$ cat config.mk
export PLATFORM = sky130hd
export DESIGN_NAME = scaled_reload_timer_bank
export DESIGN_NICKNAME = d
export VERILOG_FILES = /design/src/hw/rtl/srtb_pkg.sv /design/src/hw/rtl/scaled_reload_timer_bank.sv
export SDC_FILE = /design/constraint.sdc
export NUM_CORES = 2
export LEC_CHECK = 0
export BUFFER_PORTS_ARGS = -buffer_cell sky130_fd_sc_hd__buf_2
export CORE_MARGIN = 1
export CORE_UTILIZATION = 59
export CTS_BUF_LIST = sky130_fd_sc_hd__clkbuf_4
export CTS_CLUSTER_SIZE = 28
export DETAILED_ROUTE_END_ITERATION = 7
export PLACE_DENSITY = 0.78
export RECOVER_POWER = 100
export SLEW_MARGIN = 20
export SYNTH_ARGS = -nofsm -noshare
export SYNTH_HDL_FRONTEND = slang
export SYNTH_SLANG_ARGS = --single-unit
$ cat constraint.sdc
create_clock -name clock -period 8.1 [get_ports clock]
set_input_delay 0.405 -clock clock [delete_from_list [all_inputs] [get_ports clock]]
set_output_delay 0.405 -clock clock [all_outputs]
set_load 0.01 [all_outputs]
$ cat src/hw/rtl/srtb_pkg.sv
// Types and constants shared by the timer bank and its checker.
package srtb_pkg;

   localparam int NUM_TIMERS_DEF = 16;

   localparam logic [1:0] ACT_TICK   = 2'd0;
   localparam logic [1:0] ACT_RELOAD = 2'd1;
   localparam logic [1:0] ACT_ADD    = 2'd2;
   localparam logic [1:0] ACT_REMOVE = 2'd3;

   typedef struct packed {
      logic [1:0]  action;
      logic [15:0] dt;
      logic [30:0] period;
      logic [15:0] speed_scale;
      logic [3:0]  slot_index;
   } srtb_req_type;

   typedef struct packed {
      logic [3:0]  slot_taken;
      logic        ok;
      logic [15:0] done_mask;
   } srtb_rsp_type;

endpackage

$ cat src/hw/rtl/scaled_reload_timer_bank.sv
// Scaled auto-reload timer bank: NUM_TIMERS countdown slots driven by one shared multiplier.
//
// Each request is one action: tick, reload expired, add timer or remove timer. Tick and
// reload walk the slots one per cycle through a single dt*scale multiplier followed by a
// write-back stage that subtracts and saturates on tick and adds the period on reload.
// Add scans for the lowest free slot one slot per cycle. A new request is accepted once
// the sequencer is idle, even while the previous response still waits in the output
// register. Counts are Q16.16, periods are Q15.16, dt is Q0.16, scale is Q8.8; a ticked
// count saturates at -2^31.
module scaled_reload_timer_bank #(
   parameter int NUM_TIMERS = srtb_pkg::NUM_TIMERS_DEF
) (
   input  logic                  clock,
   input  logic                  reset,
   input  logic                  req_valid,
   output logic                  req_ready,
   input  srtb_pkg::srtb_req_type req_data,
   output logic                  rsp_valid,
   input  logic                  rsp_ready,
   output srtb_pkg::srtb_rsp_type rsp_data
);
   import srtb_pkg::*;

   localparam int IDX_W = (NUM_TIMERS > 1) ? $clog2(NUM_TIMERS) : 1;
   localparam logic [IDX_W-1:0] LAST_IDX = IDX_W'(NUM_TIMERS - 1);
   localparam logic [4:0] NUM_SLOTS = 5'(NUM_TIMERS);

   localparam logic [1:0] ST_IDLE = 2'd0;
   localparam logic [1:0] ST_SCAN = 2'd1;
   localparam logic [1:0] ST_FIN  = 2'd2;

   logic [1:0]            state_ff, state_in;
   logic [1:0]            act_ff, act_in;
   logic [15:0]           dt_ff, dt_in;
   logic [30:0]           period_ff, period_in;
   logic [15:0]           scale_ff, scale_in;
   logic [IDX_W-1:0]      cursor_ff, cursor_in;
   logic                  ok_ff, ok_in;
   logic [IDX_W-1:0]      taken_ff, taken_in;
   logic [NUM_TIMERS-1:0] in_use_ff, in_use_in;
   logic [NUM_TIMERS-1:0] done_ff, done_in;
   logic                  s1_vld_ff, s1_vld_in;
   logic [IDX_W-1:0]      s1_idx_ff, s1_idx_in;
   logic [31:0]           prod_ff, prod_in;
   logic                  rsp_valid_ff, rsp_valid_in;
   srtb_rsp_type          rsp_data_ff, rsp_data_in;

   logic [31:0] cnt_ff [NUM_TIMERS];
   logic [30:0] per_mem_ff [NUM_TIMERS];
   logic [15:0] scl_mem_ff [NUM_TIMERS];

   logic             cnt_we;
   logic [31:0]      cnt_wd;
   logic             add_we;
   logic [31:0]      cnt_old;
   logic [32:0]      diff;
   logic [31:0]      tick_val;
   logic [31:0]      reload_val;
   logic             old_le0;

   // Write-back: the slot issued last cycle is updated by its registered product or period.
   always_comb begin
      cnt_old    = cnt_ff[s1_idx_ff];
      diff       = {cnt_old[31], cnt_old} - {9'd0, prod_ff[31:8]};
      tick_val   = (diff[32] != diff[31]) ? 32'h8000_0000 : diff[31:0];
      reload_val = cnt_old + {1'b0, per_mem_ff[s1_idx_ff]};
      old_le0    = cnt_old[31] || (cnt_old == 32'd0);
   end

   always_comb begin
      state_in     = state_ff;
      act_in       = act_ff;
      dt_in        = dt_ff;
      period_in    = period_ff;
      scale_in     = scale_ff;
      cursor_in    = cursor_ff;
      ok_in        = ok_ff;
      taken_in     = taken_ff;
      in_use_in    = in_use_ff;
      done_in      = done_ff;
      s1_vld_in    = 1'b0;
      s1_idx_in    = s1_idx_ff;
      prod_in      = prod_ff;
      rsp_valid_in = rsp_valid_ff && !rsp_ready;
      rsp_data_in  = rsp_data_ff;
      cnt_we       = 1'b0;
      cnt_wd       = tick_val;
      add_we       = 1'b0;

      if (s1_vld_ff) begin
         if (act_ff == ACT_TICK) begin
            cnt_we = 1'b1;
            cnt_wd = tick_val;
            if (tick_val[31] || (tick_val == 32'd0)) begin
               done_in[s1_idx_ff] = 1'b1;
            end
         end else if (old_le0) begin
            cnt_we = 1'b1;
            cnt_wd = reload_val;
            done_in[s1_idx_ff] = 1'b0;
         end
      end

      case (state_ff)
         ST_IDLE: begin
            if (req_valid) begin
               act_in    = req_data.action;
               dt_in     = req_data.dt;
               period_in = req_data.period;
               scale_in  = req_data.speed_scale;
               cursor_in = '0;
               ok_in     = 1'b1;
               taken_in  = '0;
               if (req_data.action == ACT_REMOVE) begin
                  if ({1'b0, req_data.slot_index} < NUM_SLOTS) begin
                     in_use_in[req_data.slot_index[IDX_W-1:0]] = 1'b0;
                     done_in[req_data.slot_index[IDX_W-1:0]]   = 1'b0;
                  end else begin
                     ok_in = 1'b0;
                  end
                  state_in = ST_FIN;
               end else begin
                  state_in = ST_SCAN;
               end
            end
         end
         ST_SCAN: begin
            if (act_ff == ACT_ADD) begin
               if (!in_use_ff[cursor_ff]) begin
                  add_we             = 1'b1;
                  in_use_in[cursor_ff] = 1'b1;
                  done_in[cursor_ff]   = 1'b0;
                  taken_in           = cursor_ff;
                  state_in           = ST_FIN;
               end else if (cursor_ff == LAST_IDX) begin
                  ok_in    = 1'b0;
                  state_in = ST_FIN;
               end else begin
                  cursor_in = cursor_ff + 1'b1;
               end
            end else begin
               s1_vld_in = in_use_ff[cursor_ff];
               s1_idx_in = cursor_ff;
               prod_in   = dt_ff * scl_mem_ff[cursor_ff];
               if (cursor_ff == LAST_IDX) begin
                  state_in = ST_FIN;
               end else begin
                  cursor_in = cursor_ff + 1'b1;
               end
            end
         end
         ST_FIN: begin
            if (!rsp_valid_ff || rsp_ready) begin
               rsp_valid_in           = 1'b1;
               rsp_data_in.slot_taken = 4'(taken_ff);
               rsp_data_in.ok         = ok_ff;
               rsp_data_in.done_mask  = 16'(done_in);
               state_in               = ST_IDLE;
            end
         end
         default: begin
            state_in = ST_IDLE;
         end
      endcase
   end

   always_ff @(posedge clock) begin
      if (reset) begin
         state_ff     <= ST_IDLE;
         in_use_ff    <= '0;
         done_ff      <= '0;
         s1_vld_ff    <= 1'b0;
         rsp_valid_ff <= 1'b0;
      end else begin
         state_ff     <= state_in;
         in_use_ff    <= in_use_in;
         done_ff      <= done_in;
         s1_vld_ff    <= s1_vld_in;
         rsp_valid_ff <= rsp_valid_in;
      end
   end

   always_ff @(posedge clock) begin
      act_ff      <= act_in;
      dt_ff       <= dt_in;
      period_ff   <= period_in;
      scale_ff    <= scale_in;
      cursor_ff   <= cursor_in;
      ok_ff       <= ok_in;
      taken_ff    <= taken_in;
      s1_idx_ff   <= s1_idx_in;
      prod_ff     <= prod_in;
      rsp_data_ff <= rsp_data_in;
   end

   // Slot storage. Add and the write-back stage never write in the same cycle.
   always_ff @(posedge clock) begin
      if (add_we) begin
         cnt_ff[cursor_ff]     <= {1'b0, period_ff};
         per_mem_ff[cursor_ff] <= period_ff;
         scl_mem_ff[cursor_ff] <= scale_ff;
      end else if (cnt_we) begin
         cnt_ff[s1_idx_ff] <= cnt_wd;
      end
   end

   assign req_ready = (state_ff == ST_IDLE);
   assign rsp_valid = rsp_valid_ff;
   assign rsp_data  = rsp_data_ff;

endmodule

==> flow_metrics.env <==
export IMPL_status="finished, violations left"
export IMPL_violations="capacitance limit, slew limit"
export IMPL_wire_per_inst_um=26.4
export IMPL_ant_nets=0
export IMPL_setup_tns_ns=0
export IMPL_rows=122
export IMPL_post_route_util=0.672
export IMPL_switching_power_mw=12.2
export IMPL_drtIter0Drc=4457
export IMPL_die_h_um=336
export IMPL_synth_compound_area_frac=0.0359
export IMPL_grtUsageTotal=0.290
export IMPL_drive_gt1_frac=0.236
export IMPL_vias=38200
export IMPL_hold_worst_slack_ns=0.286
export IMPL_die_area_mm2=0.113
export IMPL_async_reset_ff_frac=0
export IMPL_dr_pass1_iters=7
export IMPL_synth_cell_type_count=73
export IMPL_worstPathMaxFanout=12
export IMPL_synth_area_mm2=0.0659
export IMPL_fp_dieW_um=336
export IMPL_grt_ovfl_total=0
export IMPL_yosysWarnings=0
export IMPL_cts_sinks=1431
export IMPL_fmax_mhz=129
export IMPL_drcViolationCount=0
export IMPL_clk_pin_slew_ns=0.08
export IMPL_drv_slew=1220
export IMPL_syn_nets=4302
export IMPL_synth_simple_gate_area_frac=0.0558
export IMPL_design_core_area_mm2=0.111
export IMPL_start_util=0.595
export IMPL_synth_top_family_by_area="multiplexers"
export IMPL_ys_seq_area_frac=0.646
export IMPL_skew_ns=0.129
export IMPL_worstSetupPathType="reg -> reg"
export IMPL_synth_edf_count=1387
export IMPL_area_delta_synth_final_pct=12.9
export IMPL_antenna_found_initial=5
export IMPL_setup_slack_ns=0.319
export IMPL_min_period_ns=7.78
export IMPL_dp_worst_setup_slack_ns=0.158
export IMPL_synth_mux_area_frac=0.135
export IMPL_clk_path_buf_depth=4
export IMPL_combPwrFrac=0.518
export IMPL_setup_violations=0
export IMPL_powerDensity_mw_per_mm2=427
export IMPL_switching_share=0.385
export IMPL_port_buffers=95
export IMPL_hpwl_mm=97.5
export IMPL_grt_pass1_wl_mm=238
export IMPL_maxCapViolations=39
export IMPL_ctsHtreeMaxLevel=5
export IMPL_hold_viol_final=0
export IMPL_via_per_inst=6.20
export IMPL_avgSynthCellArea_um2=17.0
export IMPL_fin_nets=4854
export IMPL_wl_mm=163
export IMPL_synth_fa_ha_area_frac=0.0900
export IMPL_ioPinCount=96
export IMPL_synth_seq_cells=1431
export IMPL_peakVddDrop_mv=1.21
export IMPL_postLayoutCellArea_mm2=0.0744
export IMPL_hold_class="in -> reg"
export IMPL_clkPwrFrac=0.187
export IMPL_first_global_vias=39400
export IMPL_fin_crit_sh=0.961
export IMPL_power_leakage_nw=26.1
export IMPL_start_kind="flip-flop"
export IMPL_cp_end_kind="flip-flop"
export IMPL_intPower_mw=19.5
export IMPL_clk_latency_ns=1.22
export IMPL_placed_area_mm2=0.0687
export IMPL_cts_buffers=359
export IMPL_synthXorXnorAreaFrac=0.00984
export IMPL_yosys_most_used_dff="edfxtp_1"
export IMPL_power_frac_seq=0.295
export IMPL_cts_root_buf="clkbuf_4"
export IMPL_postSynthCellCount=3872
export IMPL_arrival_ns=8.70
export IMPL_max_slew_worst_pin_slew_ns=4.42
export IMPL_relSlewSlack=-1.95
export IMPL_critPathRequiredTime_ns=9.02
export IMPL_grt_max_degree=125
export IMPL_routabilityCongestion=0.958
export IMPL_cts_tree="done"
Yosys cell counts, types with 14 or more instances:
cell,number,area [µm²]
o21ai_1,21,105
nor2b_1,36,225
mux4_2,377,8490
xor2_1,31,272
nand2_1,236,886
a22oi_1,16,120
clkbuf_1,112,420
ha_1,162,2030
nand3_1,54,270
o21a_1,19,143
and2_1,122,763
nor2_1,174,653
dfxtp_1,44,881
a31oi_1,14,87.6
nor3_1,31,155
mux2i_1,33,330
inv_1,272,1020
nand2b_1,38,238
o21ai_0,91,455
a21o_1,26,195
xnor2_1,43,377
edfxtp_1,1387,41600
fa_1,195,3900
a21oi_1,114,571
a211oi_1,17,128
buf_2,15,75.1
buf_1,27,101
through the flow:
stage / total power, mW / std cells
after floorplan: 21.8 / 3872
after detailed placement: 25.7 / 5399
after global routing: 34.5 / 6165
after global placement: 25.5 / 5399
after CTS: 31.8 / 6156
final: 31.8 / 6167
path summary, 6_finish.rpt:
path               startpoint            to  slack (ns)  depth (start not counted)
setup / recovery    flip-flop   prod_ff[29]        0.32                         27
setup reg to reg    flip-flop   prod_ff[29]        0.32                         27
hold reg to reg   taken_ff[1]  rsp_data[18]        0.39                          0
hold / removal    req_data[3]  in_use_ff[1]        0.29                          6
critical path: stages (launching register included):
cell,delay (ns)
dfxtp_4,0.48
buf_12,0.19
mux4_2,0.49
mux4_2,0.63
buf_12,0.20
and2_1,0.16
fa_1,0.50
inv_1,0.05
fa_1,0.47
inv_1,0.05
fa_1,0.50
inv_1,0.06
fa_1,0.52
inv_1,0.05
fa_1,0.49
fa_1,0.41
ha_1,0.34
a21o_1,0.17
a21o_1,0.18
a21oi_1,0.26
o21ai_0,0.14
a22o_1,0.32
a221oi_2,0.30
buf_4,0.17
o21ba_2,0.14
nor2b_1,0.05
nor2_1,0.11
xnor2_1,0.07
power by group through the flow:
stage                     combinational, mW  sequential, mW  clock, mW
final                                  16.5            9.36       5.95
after global routing                   18.8            9.37       6.39
after CTS                              16.4            9.35       6.00
after detailed placement               16.2            9.51          0
after global placement                 16.0            9.50          0
after floorplan                        12.5            9.37          0
what timing repair did:
item / 4_1_cts / 5_1_grt
hold buffers: 145 / 0
setup buffers: 0 / 5
hold endpoints to repair: 138 / 0
endpoints found under the setup margin: 0 / 5
resized for setup: 0 / 6
per-layer routing:
metal  vias to the layer above  GRT usage  routed length, µm
met5                         -          0                 28
met4                         4      0.118               6180
met3                       410     0.0546              16200
met2                      2308      0.470              79700
met1                     19300      0.392              60900
li1                      16200          -                  -
cells in the final DEF (no fill, tap or decap), types with 33 or more instances in the layout:
master / n
nand2_1: 236
ha_1: 162
a21oi_1: 106
buf_2: 57
o21ai_0: 92
nand2b_1: 38
dfxtp_1: 38
fa_1: 195
xnor2_1: 43
mux2i_1: 33
clkinv_1: 79
mux4_2: 377
edfxtp_1: 1387
inv_1: 272
clkbuf_1: 68
dlygate4sd3_1: 145
clkbuf_4: 502
nand3_1: 54
and2_1: 121
buf_4: 75
nor2b_1: 36
nor2_1: 167
layout make-up:
class	count	area, µm²
Clock inverter	110	658
Timing Repair Buffer	367	2870
Fill cell	7354	36300
Sequential cell	1431	42600
Clock buffer	502	3770
Multi-Input combinational cell	1991	21600
Tap cell	1488	1860
Inverter	274	1030
Antenna cell	4	10.0
kinds of logic after synthesis:
group                    count (synthesis)
multiplexers                           416
AND/OR/NAND/NOR                        760
flip-flops                            1431
XOR/XNOR                                74
buffers and inverters                  450
AO/OA/AOI/OAI                          384
adder cells (fa/ha/maj)                357
registers in the layout, summed over array words and instances, names as in the netlist, 4 cells and up, named ones only:
| signal | flops |
|---|---|
| dt_ff | 16 |
| s1_idx_ff | 4 |
| taken_ff | 4 |
| prod_ff | 24 |
| scl_mem_ff | 256 |
| in_use_ff | 16 |
| scale_ff | 16 |
| cnt_ff | 512 |
| rsp_data | 21 |
| cursor_ff | 4 |
| per_mem_ff | 496 |
| period_ff | 31 |
| done_ff | 16 |
Power figures use the tool's default switching activity.
